--- src/rtl/joystick_center_calibrate_and_map_macros.svh ---
// Assertion macros for the joystick centre calibration and mapping block.
// No dependencies; included by the top level.
`ifndef JOYSTICK_CENTER_CALIBRATE_AND_MAP_MACROS_SVH
`define JOYSTICK_CENTER_CALIBRATE_AND_MAP_MACROS_SVH

// Same-cycle implication, sampled on clk, off while rst_n is low.
`define JCCM_ASSERT_NOW(label, ante, cons, msg) \
    label: assert property (@(posedge clk) disable iff (!rst_n) (ante) |-> (cons)) \
        else $error(msg);

// Next-cycle implication, sampled on clk, off while rst_n is low.
`define JCCM_ASSERT_NEXT(label, ante, cons, msg) \
    label: assert property (@(posedge clk) disable iff (!rst_n) (ante) |=> (cons)) \
        else $error(msg);

`endif

--- src/rtl/jccm_pkg.sv ---
// Shared types and constants for the joystick centre calibration and mapping block.
// No dependencies.
package jccm_pkg;

    localparam int SAMPLE_W = 12;
    localparam int SUM_W    = 18;
    localparam int CNT_W    = 6;
    localparam int PCT_W    = 8;

    // Calibration run length
    localparam int SAMPLES = 50;

    localparam logic [SAMPLE_W-1:0] DEADZONE_RESET = 12'd150;
    localparam logic [SAMPLE_W-1:0] CENTRE_RESET   = 12'd2048;

    // Average by reciprocal: exact for sums below 2**SUM_W and divisors below 2**CNT_W
    localparam int DIV_SHIFT = SUM_W + CNT_W;
    localparam int RECIP_W   = DIV_SHIFT + 1;
    localparam int PROD_W    = SUM_W + RECIP_W;
    localparam logic [RECIP_W-1:0] DIV_RECIP =
        RECIP_W'(((64'd1 << DIV_SHIFT) + 64'(SAMPLES) - 64'd1) / 64'(SAMPLES));

    // Percentage scaling: mag * 100 / 2048
    localparam int SCALED_W  = SAMPLE_W + 7;
    localparam int PCT_SHIFT = 11;
    localparam logic [SCALED_W-1:0] PCT_SCALE = SCALED_W'(100);
    localparam logic [PCT_W-1:0]    PCT_MAX   = PCT_W'(100);

    localparam logic ACT_MAP = 1'b0;
    localparam logic ACT_CAL = 1'b1;

    typedef struct packed {
        logic                action;
        logic [SAMPLE_W-1:0] sample_x;
        logic [SAMPLE_W-1:0] sample_y;
    } in_word_t;

    typedef struct packed {
        logic signed [PCT_W-1:0] percent_x;
        logic signed [PCT_W-1:0] percent_y;
        logic                    calibration_done;
    } out_word_t;

endpackage

--- src/rtl/jccm_axis_map.sv ---
// One axis of the deflection mapper: centre offset, deadzone, scale and clamp.
// Depends on jccm_pkg.
module jccm_axis_map
    import jccm_pkg::*;
(
    input  logic [SAMPLE_W-1:0]    sample,
    input  logic [SAMPLE_W-1:0]    centre,
    input  logic [SAMPLE_W-1:0]    deadzone,
    output logic signed [PCT_W-1:0] percent
);

    logic                neg;
    logic [SAMPLE_W-1:0] mag;
    logic [SAMPLE_W-1:0] mag_dz;
    logic [SCALED_W-1:0] scaled;
    logic [PCT_W-1:0]    quot;
    logic [PCT_W-1:0]    sat;

    always_comb
    begin
        neg    = sample < centre;
        mag    = neg ? (centre - sample) : (sample - centre);
        mag_dz = (mag < deadzone) ? '0 : mag;
        scaled = SCALED_W'(mag_dz) * PCT_SCALE;
        // max 199, fits in PCT_W bits
        quot   = scaled[PCT_SHIFT +: PCT_W];
        sat    = (quot > PCT_MAX) ? PCT_MAX : quot;
        percent = neg ? $signed(-sat) : $signed(sat);
    end

endmodule

--- src/rtl/joystick_center_calibrate_and_map.sv ---
// Top level of the joystick centre calibration and mapping block.
// Depends on jccm_pkg, jccm_axis_map and joystick_center_calibrate_and_map_macros.svh.
//
//  channel  | signals                              | direction
//  ---------+--------------------------------------+----------
//  sample   | sample_valid, sample_stall, sample_word | in
//  result   | result_valid, result_stall, result_word | out
//  config   | cfg_we, cfg_data (deadzone)          | in
//
// Input register, then result register; one word a cycle while result_stall is low.
// The centre average (reciprocal multiply) sets the path.
// rst_n is asynchronous: deadzone 150, centres 2048, accumulators and count zero.
// A stall on the result side fills both registers, then stalls the sample side.
`include "joystick_center_calibrate_and_map_macros.svh"

module joystick_center_calibrate_and_map
    import jccm_pkg::*;
(
    input  logic                clk,
    input  logic                rst_n,
    input  logic                sample_valid,
    output logic                sample_stall,
    input  in_word_t            sample_word,
    output logic                result_valid,
    input  logic                result_stall,
    output out_word_t           result_word,
    input  logic                cfg_we,
    input  logic [SAMPLE_W-1:0] cfg_data
);

    logic                in_valid_reg;
    in_word_t            in_word_reg;
    logic                result_valid_reg, result_valid_next;
    out_word_t           result_word_reg, result_word_next;
    logic [SAMPLE_W-1:0] deadzone_reg;
    logic [SAMPLE_W-1:0] centre_x_reg, centre_x_next;
    logic [SAMPLE_W-1:0] centre_y_reg, centre_y_next;
    logic [SUM_W-1:0]    sum_x_reg, sum_x_next;
    logic [SUM_W-1:0]    sum_y_reg, sum_y_next;
    logic [CNT_W-1:0]    count_reg, count_next;

    logic                out_free;
    logic                advance;
    logic                take;
    logic [SUM_W-1:0]    sum_x_add, sum_y_add;
    logic [CNT_W-1:0]    count_add;
    logic                run_end;
    logic [PROD_W-1:0]   prod_x, prod_y;
    logic signed [PCT_W-1:0] pct_x, pct_y;

    assign out_free     = !result_valid_reg || !result_stall;
    assign advance      = in_valid_reg && out_free;
    assign sample_stall = in_valid_reg && !out_free;
    assign take         = sample_valid && !sample_stall;

    jccm_axis_map u_map_x (
        .sample   (in_word_reg.sample_x),
        .centre   (centre_x_reg),
        .deadzone (deadzone_reg),
        .percent  (pct_x)
    );

    jccm_axis_map u_map_y (
        .sample   (in_word_reg.sample_y),
        .centre   (centre_y_reg),
        .deadzone (deadzone_reg),
        .percent  (pct_y)
    );

    always_comb
    begin
        sum_x_add = sum_x_reg + SUM_W'(in_word_reg.sample_x);
        sum_y_add = sum_y_reg + SUM_W'(in_word_reg.sample_y);
        count_add = count_reg + CNT_W'(1);
        run_end   = count_add == CNT_W'(SAMPLES);
        prod_x    = PROD_W'(sum_x_add) * PROD_W'(DIV_RECIP);
        prod_y    = PROD_W'(sum_y_add) * PROD_W'(DIV_RECIP);

        sum_x_next        = sum_x_reg;
        sum_y_next        = sum_y_reg;
        count_next        = count_reg;
        centre_x_next     = centre_x_reg;
        centre_y_next     = centre_y_reg;
        result_word_next  = result_word_reg;
        result_valid_next = result_valid_reg && result_stall;

        if (advance)
        begin
            result_valid_next = 1'b1;
            unique case (in_word_reg.action)
                ACT_CAL:
                begin
                    result_word_next.percent_x        = '0;
                    result_word_next.percent_y        = '0;
                    result_word_next.calibration_done = run_end;
                    if (run_end)
                    begin
                        centre_x_next = prod_x[DIV_SHIFT +: SAMPLE_W];
                        centre_y_next = prod_y[DIV_SHIFT +: SAMPLE_W];
                        sum_x_next    = '0;
                        sum_y_next    = '0;
                        count_next    = '0;
                    end
                    else
                    begin
                        sum_x_next = sum_x_add;
                        sum_y_next = sum_y_add;
                        count_next = count_add;
                    end
                end
                ACT_MAP:
                begin
                    result_word_next.percent_x        = pct_x;
                    result_word_next.percent_y        = pct_y;
                    result_word_next.calibration_done = 1'b0;
                end
                default:
                begin
                    result_word_next = result_word_reg;
                end
            endcase
        end
    end

    always_ff @(posedge clk or negedge rst_n)
    begin
        if (!rst_n)
        begin
            in_valid_reg     <= 1'b0;
            result_valid_reg <= 1'b0;
            deadzone_reg     <= DEADZONE_RESET;
            centre_x_reg     <= CENTRE_RESET;
            centre_y_reg     <= CENTRE_RESET;
            sum_x_reg        <= '0;
            sum_y_reg        <= '0;
            count_reg        <= '0;
        end
        else
        begin
            if (take || advance)
                in_valid_reg <= take;
            result_valid_reg <= result_valid_next;
            if (cfg_we)
                deadzone_reg <= cfg_data;
            centre_x_reg <= centre_x_next;
            centre_y_reg <= centre_y_next;
            sum_x_reg    <= sum_x_next;
            sum_y_reg    <= sum_y_next;
            count_reg    <= count_next;
        end
    end

    // payload, no reset
    always_ff @(posedge clk)
    begin
        if (take)
            in_word_reg <= sample_word;
        result_word_reg <= result_word_next;
    end

    assign result_valid = result_valid_reg;
    assign result_word  = result_word_reg;

    `JCCM_ASSERT_NOW(a_cal_zero_pct,
        result_valid_reg && result_word_reg.calibration_done,
        result_word_reg.percent_x == '0 && result_word_reg.percent_y == '0,
        "calibration word carries non-zero deflection")
    `JCCM_ASSERT_NOW(a_pct_range,
        result_valid_reg,
        $signed(result_word_reg.percent_x) >= -100 && $signed(result_word_reg.percent_x) <= 100
        && $signed(result_word_reg.percent_y) >= -100
        && $signed(result_word_reg.percent_y) <= 100,
        "deflection outside -100..100")
    `JCCM_ASSERT_NOW(a_count_bound, 1'b1, count_reg < CNT_W'(SAMPLES),
        "calibration count reached run length")
    `JCCM_ASSERT_NEXT(a_run_clear,
        advance && in_word_reg.action == ACT_CAL && run_end,
        sum_x_reg == '0 && sum_y_reg == '0 && count_reg == '0
        && result_word_reg.calibration_done,
        "accumulators not cleared at end of run")
    `JCCM_ASSERT_NOW(a_stall_full, sample_stall, in_valid_reg && result_valid_reg,
        "sample side stalled with a free register")

endmodule
--- config.mk ---
export PLATFORM = sky130hd
export DESIGN_NAME = joystick_center_calibrate_and_map
export DESIGN_NICKNAME = d
export VERILOG_FILES = /design/src/rtl/jccm_pkg.sv /design/src/rtl/jccm_axis_map.sv /design/src/rtl/joystick_center_calibrate_and_map.sv
export VERILOG_INCLUDE_DIRS = /design/src /design/src/rtl
export SDC_FILE = /design/constraint.sdc
export NUM_CORES = 1
export LEC_CHECK = 0
export BUFFER_PORTS_ARGS = -buffer_cell sky130_fd_sc_hd__buf_2
export CAP_MARGIN = 40
export CORE_AREA = 2 2 188 227
export DETAILED_ROUTE_END_ITERATION = 8
export DIE_AREA = 0 0 190 229
export PLACE_DENSITY = 0.74
export SLEW_MARGIN = 20
export SYNTH_ARGS = -nofsm -noshare
export SYNTH_HDL_FRONTEND = slang
export SYNTH_HIERARCHICAL = 1
export SYNTH_SLANG_ARGS = --single-unit
export TNS_END_PERCENT = 20
--- constraint.sdc ---
create_clock -name clk -period 9.6 [get_ports clk]
set_input_delay 0.48 -clock clk [delete_from_list [all_inputs] [get_ports clk]]
set_output_delay 0.48 -clock clk [all_outputs]
set_load 0.02 [all_outputs]
==> reports/qor.yml <==
status: "finished, final reports clean"
async_reset_ff_share_pct: 65.6
report.final.setup_viol: 0
overall_routed_net_length_microns: 52700
timing.critical_path.slowest_stage_cell: "fa_1"
ys_seq_elements: 122
rsz0062_at_grt: "yes"
global_route.usage.total_pct: 25.5
fp.dieArea_sq_mm: 0.0435
worst_clock_skew_ps: 5.82
cp_max_fo: 16
postPlaceCellArea_sq_mm: 0.0238
clkLatencyLatePin_ps: 440
finalNonFillerCells: 3071
worst-setup-path-type: "flop to flop"
maxSlewViolCount: 0
multi_input_area_sq_mm: 0.0171
syn_inst: 2421
pin_count: 61
timing.critical_path.required_ps: 9890
final_instance_area_sq_mm: 0.0245
synth-edff-count: 42
cp.buffers_inverters: 3
tritoncts: "done"
final_antenna_net_count: 0
ys.warnings.count: 6
cpLargestDelayFamily: "compound AO/OA/AOI/OAI gates"
die_w_microns: 190
period_needed_ps: 9190
synth_area_sq_mm: 0.0226
vias_per_cell: 5.51
drv_cap: 0
hold-worst-slack_ps: 215
buffer_ports.inserted: 60
fp.coreArea_sq_mm: 0.0413
grt-ovfl-total: 0
grt_pass1_wl_microns: 88700
synth_fp_nets: 3180
cts_max_level: 4
start_util_pct: 54.6
synthDistinctLibCells: 96
drtIter0Drc: 729
cp_common_cell: "ha_1"
largest_net_degree_at_the_start_of_global_routing: 50
n_antenna_cell: 0
core.rowCount: 82
synth_area_per_cell_sq_um: 9.33
cts-root-buf: "clkbuf_16"
detail_route.wl_per_cell_microns: 17.2
maxSlewHeadroom_pct: 46.4
max_frequency_ghz: 0.109
slowest_delay_ps: 490
drc: 0
detailedRoute.firstPassIterationCount: 7
route.vias.total: 16900
final_min_period_over_clock_period_pct: 95.7
cts_buffers: 17
hpwlAfterDp_microns: 45500
nFillCells: 3451
seq_area_sq_mm: 0.00327
cp-start-kind: "flop"
timing_worst_slew_pin_value_ps: 804
antenna_found_initial: 0
dp.cells: 3035
number_of_global_route_vias_before_repair: 18200
synth_top_flop_cell: "dfrtp_1"
cp-end-kind: "flop"
die_y_microns: 229
clockBufferDepth: 2
largest_register_ffs: 25
layout-area-overhead-vs-synth_pct: 8.65
cp.arrival_ps: 9480
gpl.final_weighted_congestion: 0.921
clk_transition_reported_paths_ps: 60
numClockSinks: 122
synth-seq-area-share_pct: 14.5
worst_hold_path_type: "primary input to flop"
hold_viol_final: 0
finish.net_count: 3271
final_layout_size_suffix_gt1_share_pct: 8.71
[cell type report]
cell class                      count  share of cell area, %
Clock buffer                       20                   1.95
Inverter                          567                   8.68
Timing Repair Buffer              106                   2.70
Tap cell                          546                   2.78
Sequential cell                   122                   13.3
Multi-Input combinational cell   1698                   69.9
Clock inverter                     12                  0.648
[per-stage QoR]
stage                     worst slack (ps)  util, %  TNS (ps)
after floorplan                        782        -         0
after global placement                 316     57.4         0
after detailed placement              27.5     57.4         0
after CTS                              105     59.0         0
after global routing                 -67.2     59.3     -67.2
final                                  411     59.3         0
[kinds of logic (layout without fill, tap and decap cells)]
| group | Yosys count | in the layout | synth area share [%] |
|---|---|---|---|
| AOI/OAI and AO/OA | 412 | 412 | 12.3 |
| xor gates and xnor gates | 93 | 93 | 3.77 |
| adders and majority gates | 717 | 717 | 48.2 |
| buffers and inverters | 601 | 705 | 10.1 |
| DFF | 122 | 122 | 14.5 |
| muxes | 29 | 29 | 1.37 |
| and+or+nand+nor | 447 | 447 | 9.80 |
[repair_timing]
action                                 in CTS  in global routing
hold buffers                                1                  0
pin swaps                                   0                  3
setup endpoints to repair                   1                  9
endpoints found under the hold margin       4                  0
setup buffers                               0                  3
gates resized for setup                     1                 21
[cells in the mapped netlist, types with 11 or more instances]
| master | count | share of area [%] |
|---|---|---|
| a21o_1 | 34 | 1.1 |
| a21oi_1 | 94 | 2.1 |
| a31oi_1 | 15 | 0.42 |
| and2_1 | 27 | 0.75 |
| and3_1 | 16 | 0.44 |
| clkbuf_1 | 29 | 0.48 |
| dfrtp_1 | 74 | 8.2 |
| edfxtp_1 | 42 | 5.6 |
| fa_1 | 254 | 23 |
| ha_1 | 463 | 26 |
| inv_1 | 564 | 9.4 |
| mux2_2 | 15 | 0.75 |
| mux2i_1 | 13 | 0.58 |
| nand2_1 | 133 | 2.2 |
| nand2b_1 | 17 | 0.47 |
| nand3_1 | 43 | 0.95 |
| nand4_1 | 19 | 0.53 |
| nor2_1 | 89 | 1.5 |
| nor2b_1 | 29 | 0.80 |
| nor3_1 | 22 | 0.49 |
| nor4_1 | 11 | 0.30 |
| o211ai_1 | 17 | 0.57 |
| o21a_1 | 21 | 0.70 |
| o21ai_0 | 95 | 2.1 |
| o21ai_1 | 12 | 0.27 |
| o21bai_1 | 11 | 0.37 |
| o31ai_1 | 16 | 0.53 |
| or3_1 | 11 | 0.30 |
| xnor2_1 | 61 | 2.4 |
| xor2_1 | 28 | 1.1 |
[path summary, 6_finish.rpt]
kind | from | end | slack (ps) | cells past startpoint
min | sample_word[14] | in_word_reg[14] | 220 | 1
min in group asynchronous | rst_n | in_valid_reg | 410 | 2
min reg2reg | centre_x_reg[11] | centre_x_reg[11] | 470 | 2
max in group asynchronous | rst_n | centre_x_reg[11] | 8200 | 4
max | in_word_reg[0] | result_word[7] | 410 | 39
max reg2reg | in_word_reg[0] | result_word[7] | 410 | 39
[cell usage in the layout (no fill, tap or decap), types with 20 or more instances in the layout]
| master | Yosys | final |
|---|---|---|
| nand3_1 | 43 | 42 |
| fa_1 | 254 | 254 |
| xor2_1 | 28 | 28 |
| and2_1 | 27 | 27 |
| ha_1 | 463 | 463 |
| edfxtp_1 | 42 | 42 |
| nor2b_1 | 29 | 29 |
| nor3_1 | 22 | 20 |
| o21a_1 | 21 | 21 |
| inv_1 | 564 | 564 |
| o21ai_0 | 95 | 94 |
| nor2_1 | 89 | 87 |
| buf_4 | 1 | 45 |
| xnor2_1 | 61 | 60 |
| buf_2 | 1 | 59 |
| a21oi_1 | 94 | 90 |
| dfrtp_1 | 74 | 74 |
| a21o_1 | 34 | 33 |
| nand2_1 | 133 | 133 |
[metal layers]
metal / up-vias / GRT usage, % / wire [microns]
met3: 115 / 2.22 / 1530
li1: 8175 / - / -
met1: 8255 / 30.2 / 21500
met2: 361 / 47.5 / 27700
met4: 0 / 9.57 / 1930
met5: - / 0 / 0
Power is not shown: default switching activity piles up to over one toggle a cycle in this logic, so the estimate is an artifact.
